===== src/rtl/bcc_pkg.sv =====
// Shared types and constants for the button click classifier.
package bcc_pkg;

    localparam int unsigned CfgW   = 16;
    localparam int unsigned CfgIdxW = 2;
    localparam int unsigned EventW = 2;

    // Event codes on click_event
    localparam logic [EventW-1:0] EV_NONE   = 2'd0;
    localparam logic [EventW-1:0] EV_SINGLE = 2'd1;
    localparam logic [EventW-1:0] EV_DOUBLE = 2'd2;
    localparam logic [EventW-1:0] EV_LONG   = 2'd3;

    // Configuration register indexes
    localparam logic [CfgIdxW-1:0] REG_LONG_PRESS   = 2'd0;
    localparam logic [CfgIdxW-1:0] REG_DOUBLE_CLICK = 2'd1;
    localparam logic [CfgIdxW-1:0] REG_DEBOUNCE     = 2'd2;

    // Reset values of the configuration registers
    localparam logic [CfgW-1:0] LONG_PRESS_RST   = 16'd1000;
    localparam logic [CfgW-1:0] DOUBLE_CLICK_RST = 16'd400;
    localparam logic [CfgW-1:0] DEBOUNCE_RST     = 16'd50;

    localparam logic [1:0] TALLY_MAX = 2'd3;

    typedef struct packed {
        logic [CfgW-1:0] long_press_ms;
        logic [CfgW-1:0] double_click_ms;
        logic [CfgW-1:0] debounce_ms;
    } bcc_cfg_t;

endpackage


===== src/rtl/button_click_classifier_unit.sv =====
// Button click classifier top level: handshakes, config registers, poll and event registers.
// One poll is accepted every clock while the consumer keeps up. A poll lands in
// the input register; when the output is free or being taken, its event is
// computed from the stored press/release state and written to the output
// register, and out_valid is set. The state update is a loop from the core's
// state registers through the classifier logic and back. The output register
// lets one more poll in while the last event waits. With the output stalled
// and a poll held in the input register, in_ready stays low until out_ready
// returns.
module button_click_classifier_unit
    import bcc_pkg::*;
#(
    parameter int unsigned TIME_BITS = 32
)
(
    input  logic               clk,
    input  logic               rst_n,
    input  logic               cfg_wr_en,
    input  logic [CfgIdxW-1:0] cfg_index,
    input  logic [CfgW-1:0]    cfg_wr_data,
    input  logic               in_valid,
    output logic               in_ready,
    input  logic               button_down,
    input  logic [31:0]        time_ms,
    output logic               out_valid,
    input  logic               out_ready,
    output logic [EventW-1:0]  click_event
);

    localparam int unsigned StampW = (TIME_BITS < 32) ? TIME_BITS : 32;

    bcc_cfg_t cfg_reg;

    logic              in_valid_reg;
    logic              down_reg;
    logic [StampW-1:0] time_reg;
    logic              out_valid_reg;
    logic [EventW-1:0] event_reg;
    logic [EventW-1:0] event_next;
    logic              fire;

    assign fire     = in_valid_reg && (!out_valid_reg || out_ready);
    assign in_ready = !in_valid_reg || fire;

    always_ff @(posedge clk or negedge rst_n)
    begin
        if (!rst_n)
        begin
            cfg_reg.long_press_ms   <= LONG_PRESS_RST;
            cfg_reg.double_click_ms <= DOUBLE_CLICK_RST;
            cfg_reg.debounce_ms     <= DEBOUNCE_RST;
        end
        else if (cfg_wr_en)
        begin
            case (cfg_index)
                REG_LONG_PRESS:   cfg_reg.long_press_ms   <= cfg_wr_data;
                REG_DOUBLE_CLICK: cfg_reg.double_click_ms <= cfg_wr_data;
                REG_DEBOUNCE:     cfg_reg.debounce_ms     <= cfg_wr_data;
                default:          ;
            endcase
        end
    end

    always_ff @(posedge clk or negedge rst_n)
    begin
        if (!rst_n)
        begin
            in_valid_reg  <= 1'b0;
            out_valid_reg <= 1'b0;
        end
        else
        begin
            if (in_ready)
                in_valid_reg <= in_valid;
            if (fire)
                out_valid_reg <= 1'b1;
            else if (out_ready)
                out_valid_reg <= 1'b0;
        end
    end

    always_ff @(posedge clk)
    begin
        if (in_valid && in_ready)
        begin
            down_reg <= button_down;
            time_reg <= time_ms[StampW-1:0];
        end
        if (fire)
            event_reg <= event_next;
    end

    bcc_core #(
        .TIME_BITS (TIME_BITS),
        .STAMP_W   (StampW)
    ) u_core (
        .clk        (clk),
        .rst_n      (rst_n),
        .step       (fire),
        .down       (down_reg),
        .now        (time_reg),
        .cfg        (cfg_reg),
        .event_code (event_next)
    );

    assign out_valid   = out_valid_reg;
    assign click_event = event_reg;

endmodule


===== src/rtl/bcc_core.sv =====
// Click classifier state and per-poll next-state / event logic.
module bcc_core
    import bcc_pkg::*;
#(
    parameter int unsigned TIME_BITS = 32,
    parameter int unsigned STAMP_W   = 32
)
(
    input  logic                clk,
    input  logic                rst_n,
    input  logic                step,
    input  logic                down,
    input  logic [STAMP_W-1:0]  now,
    input  bcc_cfg_t            cfg,
    output logic [EventW-1:0]   event_code
);

    logic [STAMP_W-1:0] press_start_reg, press_start_next;
    logic [STAMP_W-1:0] release_reg, release_next;
    logic               held_reg, held_next;
    logic               long_fired_reg, long_fired_next;
    logic [1:0]         tally_reg, tally_next;

    always_comb
    begin
        logic                 done;
        logic [TIME_BITS-1:0] d_rel;
        logic [TIME_BITS-1:0] d_start;

        press_start_next = press_start_reg;
        release_next     = release_reg;
        held_next        = held_reg;
        long_fired_next  = long_fired_reg;
        tally_next       = tally_reg;
        event_code       = EV_NONE;
        done             = 1'b0;

        // new press, or a bounce right after a release
        d_rel = TIME_BITS'(now) - TIME_BITS'(release_reg);
        if (down && !held_reg)
        begin
            if (d_rel < TIME_BITS'(cfg.debounce_ms))
            begin
                // bounce: start time deliberately left alone
                held_next = 1'b1;
                done      = 1'b1;
            end
            else
            begin
                press_start_next = now;
                long_fired_next  = 1'b0;
                if (tally_reg != TALLY_MAX)
                    tally_next = tally_reg + 2'd1;
                held_next = 1'b1;
            end
        end

        d_start = TIME_BITS'(now) - TIME_BITS'(press_start_next);
        if (!done && down && !long_fired_next)
        begin
            if (d_start >= TIME_BITS'(cfg.long_press_ms))
            begin
                long_fired_next = 1'b1;
                tally_next      = 2'd0;
                held_next       = 1'b1;
                event_code      = EV_LONG;
                done            = 1'b1;
            end
        end

        if (!done && !down && held_next)
        begin
            release_next = now;
            held_next    = 1'b0;
            if (long_fired_next)
            begin
                tally_next = 2'd0;
                done       = 1'b1;
            end
        end

        // quiet window after release resolves pending clicks
        if (!done && !down && tally_next != 2'd0 &&
            (TIME_BITS'(now) - TIME_BITS'(release_next)) >=
            TIME_BITS'(cfg.double_click_ms))
        begin
            event_code = (tally_next == 2'd1) ? EV_SINGLE : EV_DOUBLE;
            tally_next = 2'd0;
        end
    end

    always_ff @(posedge clk or negedge rst_n)
    begin
        if (!rst_n)
        begin
            press_start_reg <= '0;
            release_reg     <= '0;
            held_reg        <= 1'b0;
            long_fired_reg  <= 1'b0;
            tally_reg       <= 2'd0;
        end
        else if (step)
        begin
            press_start_reg <= press_start_next;
            release_reg     <= release_next;
            held_reg        <= held_next;
            long_fired_reg  <= long_fired_next;
            tally_reg       <= tally_next;
        end
    end

endmodule


===== config.mk =====
export PLATFORM = sky130hd
export DESIGN_NAME = button_click_classifier_unit
export DESIGN_NICKNAME = d
export VERILOG_FILES = /design/src/rtl/bcc_pkg.sv /design/src/rtl/button_click_classifier_unit.sv /design/src/rtl/bcc_core.sv
export SDC_FILE = /design/constraint.sdc
export NUM_CORES = 1
export LEC_CHECK = 0
export ABC_AREA = 1
export BUFFER_PORTS_ARGS = -buffer_cell sky130_fd_sc_hd__buf_4
export CORE_ASPECT_RATIO = 0.9
export CORE_UTILIZATION = 42
export DETAILED_ROUTE_END_ITERATION = 8
export PLACE_DENSITY = 0.56
export SLEW_MARGIN = 10
export SYNTH_ARGS = -nofsm -noshare
export SYNTH_HDL_FRONTEND = slang
export SYNTH_SLANG_ARGS = --single-unit

===== constraint.sdc =====
create_clock -name clk -period 19 [get_ports clk]
set_input_delay 0.95 -clock clk [delete_from_list [all_inputs] [get_ports clk]]
set_output_delay 0.95 -clock clk [all_outputs]
set_load 0.03 [all_outputs]

---- Yosys cells after proc, flatten, opt, wreduce, memory -nomap -nowiden ----
Cells that the tools add are included.
storage, ports and cells
  register bits ........................... 153
  latch bits .............................. 0
  memory bits (writable) .................. 0
  ROM bits ................................ 0
  input port bits ......................... 56
  output and inout port bits .............. 4
  word-level logic and storage cells ...... 81
  memories ................................ 0
cells by class
  $add $sub $neg .......................... 4
  multiply operators ...................... 0
  divide/modulo/power cells ............... 0
  order comparisons ....................... 3
  eq/ne operators ......................... 4
  shifts and indexed selects .............. 0
  multiplexer cells ....................... 31
  bitwise logic cells ..................... 0
  reduce and logical (&&, ||, !) cells .... 26
operator list
  cell                   number
  $mux W32               3
  $sub A32 B32 Y32       3
  $ge A32 B16 Y1         2
  $lt A32 B16 Y1         1
  $mux W2                12
  $mux W1                16
  $logic_and A1 B1 Y1    10
  $logic_not A1 Y1       8
  $reduce_and A2 Y1      3
  $eq A2 B1 Y1 const B   2
  $reduce_bool A2 Y1     2
  $add A2 B1 Y2 const B  1
  $eq A2 B2 Y1 const B   1
  $logic_not A2 Y1       1
  $logic_or A1 B1 Y1     2
  $ne A2 B2 Y1 const B   1

---- Logic depth before layout (Yosys ltp) ----
Gate-level depths: netlist (run 1).
  depth after elaboration ................. 17
  depth in mapped cells ................... 56
  gate-level depth less buffers ........... 53

---- Hierarchy ----
A second synthesis (run 1) with hierarchy kept.
unflattened totals
  cell total of the unflattened synthesis .. 1981
  area, all modules ....................... 13455.4 µm²
modules (own cells, without submodules)
  module                        instances  cells each  area an instance (µm²)  seq. area each (µm²)
  bcc_core                      1          1721        10258.6                 1701.6
  button_click_classifier_unit  1          260         3196.8                  2317.2

---- Worst setup path after synthesis (run 1) ----
OpenSTA, ideal clock, no wires.
  kind .................................... reg2reg
  from .................................... reg time_reg[7]
  to ...................................... reg event_reg[1], in the netlist click_event[1], data pin
  library setup time ...................... 262 ps
  data arrival time ....................... 6449 ps
  required time ........................... 18738 ps
  path slack .............................. 12289 ps
  stages on the path, launching flop included .. 49
  buffers on the path ..................... 3
  period minus slack after synthesis ...... 6711 ps
  cell sequence ........................... edfxtp_1 > ha_1 > nand2_1 > inv_1 > nand2_1 > nand2_1 > nand3b_1 > xor2_1 > ha_1 > a21oi_1 > nor3_1 > a211oi_1 > o21a_1 > nor2_1 > nor2_1 > nand3_2 > nand2_4 > buf_6 > [13 not listed] > nand2_1 > nand2_1 > nand2_1 > xor2_1 > ha_1 > nand2_1 > nor2_1 > a211oi_1 > o31ai_1 > a21o_1 > a41oi_1 > nand2_1 > a21oi_1 > nand3_1 > nor2_1 > nand3_1 > nand2_2 > o21ai_0
on the way
  cells in the longest elaborated chain, start to end .. 17
  elaborated cells on any way between the ends .. 44
  those cells by class .................... add/sub (3); order compare (3); eq/ne (1); mux (25); reduce/logical (12)
RTL lines
  item                                                                       RTL line                            text
  start, declared                                                            button_click_classifier_unit.sv:36  logic [StampW-1:0] time_reg;
  start signal, assigned                                                     button_click_classifier_unit.sv:87  time_reg <= time_ms[StampW-1:0];
  $sub A32 B32 Y32 (*)                                                       bcc_core.sv:39                      d_rel = TIME_BITS'(now) - TIME_BITS'(release_reg);
  $lt A32 B16 Y1 (*)                                                         bcc_core.sv:42                      if (d_rel < TIME_BITS'(cfg.debounce_ms))
  $mux W32 (*)                                                               bcc_core.sv:42
  $mux W32 (*)                                                               bcc_core.sv:40                      if (down && !held_reg)
  net u_core.press_start_next[1]                                             bcc_core.sv:18                      logic [STAMP_W-1:0] press_start_reg, press_start_next;
  $sub A32 B32 Y32 (*)                                                       bcc_core.sv:58                      d_start = TIME_BITS'(now) - TIME_BITS'(press_start_next);
  $ge A32 B16 Y1 (*)                                                         bcc_core.sv:61                      if (d_start >= TIME_BITS'(cfg.long_press_ms))
  parallel branches: the longest is 10 deep, another holds $sub A32 B32 Y32  -
  $mux W2 (*)                                                                bcc_core.sv:83                      if (!done && !down && tally_next != 2'd0 &&
  net event_next[1]                                                          button_click_classifier_unit.sv:39  logic [EventW-1:0] event_next;
  end signal, assigned                                                       button_click_classifier_unit.sv:90  event_reg <= event_next;
  end, declared                                                              button_click_classifier_unit.sv:38  logic [EventW-1:0] event_reg;
Mark *: on every way through the listed nets, which the timed path passes.
A chain may end at the register's enable or synchronous reset.

---- Worst setup path after layout (run 1) ----
  from .................................... reg time_reg[1]
  to ...................................... reg u_core.tally_reg[1]
on the way
  cells in the longest elaborated chain, start to end .. 17
  elaborated cells on any way between the ends .. 40
  those cells by class .................... add/sub (3); order compare (3); mux (22); reduce/logical (12)
RTL lines
  item                                                                       RTL line         text
  parallel branches: the longest is 16 deep, another holds $sub A32 B32 Y32  -
  $mux W2 (*)                                                                bcc_core.sv:83
  end signal, assigned                                                       bcc_core.sv:108  tally_reg <= tally_next;
  end, declared                                                              bcc_core.sv:22   logic [1:0] tally_reg, tally_next;
Mark *: on every way between the ends.

==> results of run 1 <==
==> metrics by stage <==
stage,util [%],area [sq um]
floorplan,-,13200
global placement,45.4,14000
detailed placement,45.4,14000
CTS,47.3,14600
global route,47.3,14600
finish,47.3,14600
==> area by class of cell <==
class                   instances  share of cell area, %
well taps                     409                   3.50
multi-input cells            1414                   52.9
clock buffers                  20                   3.27
clock inverters                12                  0.718
flip-flops and latches        153                   27.5
repair buffers                 66                   3.39
inverters                     342                   8.78
==> routing by layer <==
| layer | track usage, % | vias up | share of wire (%) |
|---|---|---|---|
| met5 | 0 | - | 0 |
| met4 | 6.59 | 0 | 1.9 |
| li1 | - | 6368 | - |
| met3 | 4.00 | 48 | 6.2 |
| met2 | 35.1 | 351 | 38 |
| met1 | 41.1 | 5661 | 54 |
==> cell usage after synthesis, types with 2 or more instances <==
library cell	count
nand2_2	6
or2_2	2
inv_2	4
o211ai_1	2
nor2_1	102
o221a_2	2
edfxtp_1	35
a41oi_1	2
fa_1	3
nand3_1	80
clkbuf_1	32
o221ai_1	2
nor2_2	6
a211oi_1	5
o21ai_0	207
o31ai_1	4
a21o_1	7
ha_1	137
nand3b_1	11
inv_1	337
xnor2_1	21
a21oi_1	108
dfstp_2	12
xor2_1	34
o21a_1	3
nand3_2	7
nand4_1	20
and2_1	2
nor3_1	16
o21ai_1	8
nand2_1	597
dfrtp_1	106
buf_1	2
a21boi_1	3
o21bai_1	6
a21boi_0	3
==> power by group through the flow <==
stage / registers [mW] / logic, mW / clock network (mW)
4_1_cts: 0.502 / 1.52 / 0.345
6_report: 0.505 / 1.53 / 0.339
5_1_grt: 0.516 / 1.73 / 0.359
2_1_floorplan: 0.483 / 1.13 / 0
3_5_place_dp: 0.507 / 1.51 / 0
3_3_place_gp: 0.507 / 1.50 / 0
==> worst reg2reg max path, delay by kind of cell (launching register included) <==
| family | cells | cell delay (ns) |
|---|---|---|
| and+or+nand+nor | 26 | 2.71 |
| AOI/OAI and AO/OA | 12 | 2.05 |
| DFF | 1 | 0.48 |
| buffers and inverters | 4 | 0.72 |
| xor gates and xnor gates | 2 | 0.30 |
| adders and majority gates | 4 | 1.37 |
==> how the worst min path moves through the flow <==
| stage | start | endpoint | slack [ns] | depth (start not counted) |
|---|---|---|---|---|
| floorplan | u_core.press_start_reg[12] | u_core.press_start_reg[12] | 0.45 | 2 |
| global placement | u_core.press_start_reg[30] | u_core.press_start_reg[30] | 0.46 | 2 |
| detailed placement | u_core.press_start_reg[21] | u_core.press_start_reg[21] | 0.47 | 2 |
| CTS | u_core.press_start_reg[21] | u_core.press_start_reg[21] | 0.48 | 2 |
| global route | u_core.press_start_reg[30] | u_core.press_start_reg[30] | 0.50 | 2 |
| finish | u_core.press_start_reg[21] | u_core.press_start_reg[21] | 0.48 | 2 |
==> cells by family (layout without fill, tap and decap cells) <==
group,count (synthesis),in the layout,synth area share (%)
AOI/OAI and AO/OA,366,366,14.8
DFF,153,153,30.5
adders and majority gates,140,140,13.5
xor gates and xnor gates,55,55,3.66
and+or+nand+nor,853,853,26.7
buffers and inverters,378,440,10.9
==> flow_summary.toml, run 1 <==
[cells_and_area]
finish.net_count = 2190
layout.cells.non_filler = 2416
layout.filler_cells = 3207
mostFrequentLayoutCell = "nand2_1"
multi_input_area_sq_um = 7740
layout.area.seq_sq_um = 4020
largest_register_ffs = 48
areaGrowthSynthToFinish_pct = 11.0
n_antenna_cell = 0
leading_cell_types_in_the_layout_fill_and_taps_excluded = "596 x nand2_1, 337 x inv_1, 207 x o21ai_0"
layout-drive-gt1-share_pct = 7.03

[timing]
post-route-worst-setup-slack_ns = 11.28
final_hold_viol_count = 0
post-route-period-util_pct = 40.6
final.hold.worst_slack_ns = 0.482
max_clock_freq_mhz = 130
slew_violations = 0
timing.max_slew.rel_slack_pct = 25.5
final.min_clock_period_ns = 7.72
rsz0062_at_grt = "no"
tns_ns = 0
tightest_slew_ns = 1.11
finalClockSkew_ns = 0.0127
setup-violations-final = 0

[hold_path]
classification_of_the_worst_slack_hold_path = "flop to flop"

[run]
maxCapViolations = 0

[floorplanning]
floorplan.rows = 61
die_height_um = 170
boundaryPins = 60
initial_util_pct = 42.6
core_area_sq_um = 30900
dieArea_sq_um = 32100
chipWidth_um = 189

[global_route]
antenna_violations_before_repair = 0
largest_net_degree_at_the_start_of_global_routing = 64
grt-ovfl-total = 0
grt_pass1_vias = 11300
global_route_wire_length_before_repair_um = 62800
groute.usage.overall_pct = 25.8

[route]
drcViolationCount = 0
wl_per_cell_um = 16.8
drt-initial-drc-count = 1187
vias = 12400
drt_pass_1_iters = 6
drtAntennaViolNets = 0
viasPerCell = 5.14
wl_um = 40700

[setup_path]
crit_path_required_time_ns = 19.38
worstPathBufferInverterCount = 4
path_common_cell = "nand2_1"
reg2reg_from = "time_reg[1]"
worst_r2r_path_depth = 48
cp_data_arrival_time_ns = 8.10
critical_path_peak_fanout = 55
category_of_cells_accounting_for_the_largest_share_of_critical_path_delay = "simple AND/OR/NAND/NOR gates"
timing_startpoint_of_the_critical_path = "time_reg[1]"
setup.worst_path.start_class = "flop"
reg2reg_to = "u_core.tally_reg[1]"
worst_path_largest_cell_delay_ns = 0.52
setup.worst_path.class = "flop to flop"
end_kind = "flop"
crit_cells = 48
slowest_stage = "fa_1"
setup.reg_to_reg.worst_slack_ns = 11.28
worst_setup_path_endpoint = "u_core.tally_reg[1]"

[yosys]
async_flop_share_pct = 77.1
netlist-cell-type-count = 47
synth_sequential_area_ratio_pct = 30.5
synth_enable_flop_cells = 35
syn_avg_cell_area_sq_um = 6.77
yosys_warnings = 0
synthDominantCellAreaShare_pct = 20.1
synth_cells = 1945
ys_seq_elements = 153
number_of_nets_produced_by_synthesis = 2141
top_reg_cell_synth = "dfrtp_1"
netlist_top_cells_area = "dfrtp_1 20%, nand2_1 17%, ha_1 13%"
syn_area_sq_um = 13200
synth_top_cell_by_area = "dfrtp_1"

[cts]
clock_latency_ns = 0.44
tritoncts = "done"
clock_tree.root_cell = "clkbuf_16"
cts_hold_buf = 0
cts_num_sinks = 153
cts_setup_buffers = 0
cts_made_buffers = 17
path_clk_slew_ns = 0.07
postCtsResizedCells = 0
clk_path_buf_depth = 2
h-tree-depth = 4

[pwr]
combinationalPowerShare_pct = 64.5
clock_power_share_pct = 14.3
power_density_nw_per_um2 = 162
p_int_mw = 1.18
power.leakage_nw = 7.72
peakVddDrop_mv = 0.0702
power.total_mw = 2.38
power.switching_mw = 1.20
sequentialPowerShare_pct = 21.3
netSwitchingFraction_pct = 50.5

[place]
port_buffers = 59
place.gp.congestion = 0.967
total_half_perimeter_wirelength_after_legalization_and_detailed_placement_um = 33200
dp_cells = 2384
post-place-ws_ns = 11.47

[outcome]
status = "finished clean"
Note: power is estimated with default switching activity, not from simulation.
==> run 2, diff against run 1 <==
==> constraint.sdc (replaced) <==
create_clock -name clk -period 7.76 [get_ports clk]
set_input_delay 0.388 -clock clk [delete_from_list [all_inputs] [get_ports clk]]
set_output_delay 0.388 -clock clk [all_outputs]
set_load 0.03 [all_outputs]
==> run 2 against run 1 <==
Effect of this change: clock skew decreased by 0.0020 ns; combinational power rose by 150%; setup slack got worse by 11 ns; cell area increased by 2.3%; count of clock-buffer cells in the layout fell by 2; global-route usage about the same; sequential power rose by 140%; final cell count rose by 0.95%; power grew 150%; critical path type unchanged.
==> flow_summary.toml, run 2 (synthesis results as in run 1) <==
[outcome]
status = "finished clean"

[place]
port_buffers = 59
total_half_perimeter_wirelength_after_legalization_and_detailed_placement_um = 33600
postPlaceCellArea_sq_um = 14100
place.gp.congestion = 0.930
post-place-ws_ns = 0.312

[setup_path]
worst_path_largest_cell_delay_ns = 0.46
slowest_stage = "edfxtp_1"
setup.worst_path.class = "flop to flop"
path_common_cell = "nand2_1"
end_kind = "flop"
critical_path_peak_fanout = 6
crit_path_required_time_ns = 8.14
setup.worst_path.start_class = "flop"
cp_data_arrival_time_ns = 7.52

[route]
drtAntennaViolNets = 0
wl_per_cell_um = 16.8
wl_um = 41000
drt-initial-drc-count = 1145
drcViolationCount = 0
drt_pass_1_iters = 6
viasPerCell = 5.16
vias = 12600

[pwr]
sequentialPowerShare_pct = 20.8
power_density_nw_per_um2 = 396
peakVddDrop_mv = 0.173
clock_power_share_pct = 15.4
power.leakage_nw = 7.86
combinationalPowerShare_pct = 63.8
power.switching_mw = 2.95
netSwitchingFraction_pct = 49.8
power.total_mw = 5.93
p_int_mw = 2.98

[floorplanning]
core_area_sq_um = 30900
boundaryPins = 60
die_height_um = 170
floorplan.rows = 61
dieArea_sq_um = 32100
chipWidth_um = 189
initial_util_pct = 42.6

[global_route]
antenna_violations_before_repair = 0
largest_net_degree_at_the_start_of_global_routing = 56
groute.usage.overall_pct = 25.8
grt-ovfl-total = 0
global_route_wire_length_before_repair_um = 63000
grt_pass1_vias = 11400

[timing]
slew_violations = 0
max_clock_freq_mhz = 140
timing.max_slew.rel_slack_pct = 24.5
final_hold_viol_count = 0
setup-violations-final = 0
post-route-period-util_pct = 92.1
tightest_slew_ns = 1.13
final.hold.worst_slack_ns = 0.122
post-route-worst-setup-slack_ns = 0.617
finalClockSkew_ns = 0.0107
final.min_clock_period_ns = 7.14

[cells_and_area]
layout-drive-gt1-share_pct = 8.87
mostFrequentLayoutCell = "nand2_1"
finish.net_count = 2213
utilization_pct = 48.4
largest_register_ffs = 48
areaGrowthSynthToFinish_pct = 13.6
leading_cell_types_in_the_layout_fill_and_taps_excluded = "595 x nand2_1, 336 x inv_1, 205 x o21ai_0"
n_antenna_cell = 0
final_area_sq_um = 15000

[cts]
tritoncts = "done"
h-tree-depth = 4
path_clk_slew_ns = 0.07
cts_made_buffers = 17
clock_latency_ns = 0.44
clk_path_buf_depth = 2
clock_tree.root_cell = "clkbuf_16"
cts_num_sinks = 153

[hold_path]
classification_of_the_worst_slack_hold_path = "input pin to flop"

[run]
maxCapViolations = 0
run 2: through the flow:
| step | instances | setup TNS [ns] |
|---|---|---|
| 6_report | 2439 | 0 |
| 5_1_grt | 2439 | -0.0104 |
| 4_1_cts | 2422 | 0 |
| 3_5_place_dp | 2389 | 0 |
| 3_3_place_gp | 2389 | 0 |
| 2_1_floorplan | 1945 | 0 |
run 2: path summary, 6_finish.rpt:
path                                                 start                    endpoint  slack (ns)  cells after the start
worst min register to register  u_core.press_start_reg[30]  u_core.press_start_reg[30]        0.48                      2
worst min-delay path                           button_down                    down_reg        0.12                      1
max in group asynchronous                            rst_n  u_core.press_start_reg[30]        5.74                      4
worst max register to register                 time_reg[8]         u_core.tally_reg[1]        0.62                     48
worst max-delay path                           time_reg[8]         u_core.tally_reg[1]        0.62                     48
min in group asynchronous                            rst_n                 cfg_reg[36]        0.44                      2
run 2: power by group through the flow:
stage          Clock (mW)  Combinational [mW]  Sequential, mW
2_1_floorplan           0                2.77            1.18
3_3_place_gp            0                3.64            1.24
3_5_place_dp            0                3.67            1.24
4_1_cts             0.932                3.70            1.23
5_1_grt             0.962                4.30            1.26
6_report            0.915                3.78            1.23
run 2: layout make-up:
type / instances / area [sq um]
Tap cell: 409 / 512
Sequential cell: 153 / 4020
Inverter: 342 / 1290
Timing Repair Buffer: 89 / 668
Fill cell: 3187 / 15900
Clock inverter: 14 / 194
Multi-Input combinational cell: 1414 / 7840
Clock buffer: 18 / 450
run 2: what timing repair did:
item | in CTS | in global routing
hold buffers | 1 | 0
hold endpoints to repair | 27 | 0
setup endpoints to repair | 0 | 5
gates resized for setup | 0 | 22
setup buffers | 0 | 17
run 2: critical path: cells and delay by family (launching register included):
family,cells,cell delay (ns)
compound gates,12,1.63
buf+inv,3,0.24
fa+ha+maj,5,1.58
simple gates,26,2.79
xor+xnor,2,0.36
flops,1,0.46
run 2: per-layer routing:
layer,wire [um],track usage [%],part of all wire (%)
met4,473,5.01,1.2
met2,16100,36.1,39
met1,21400,40.4,52
met3,3020,4.83,7.4
met5,0,0,0
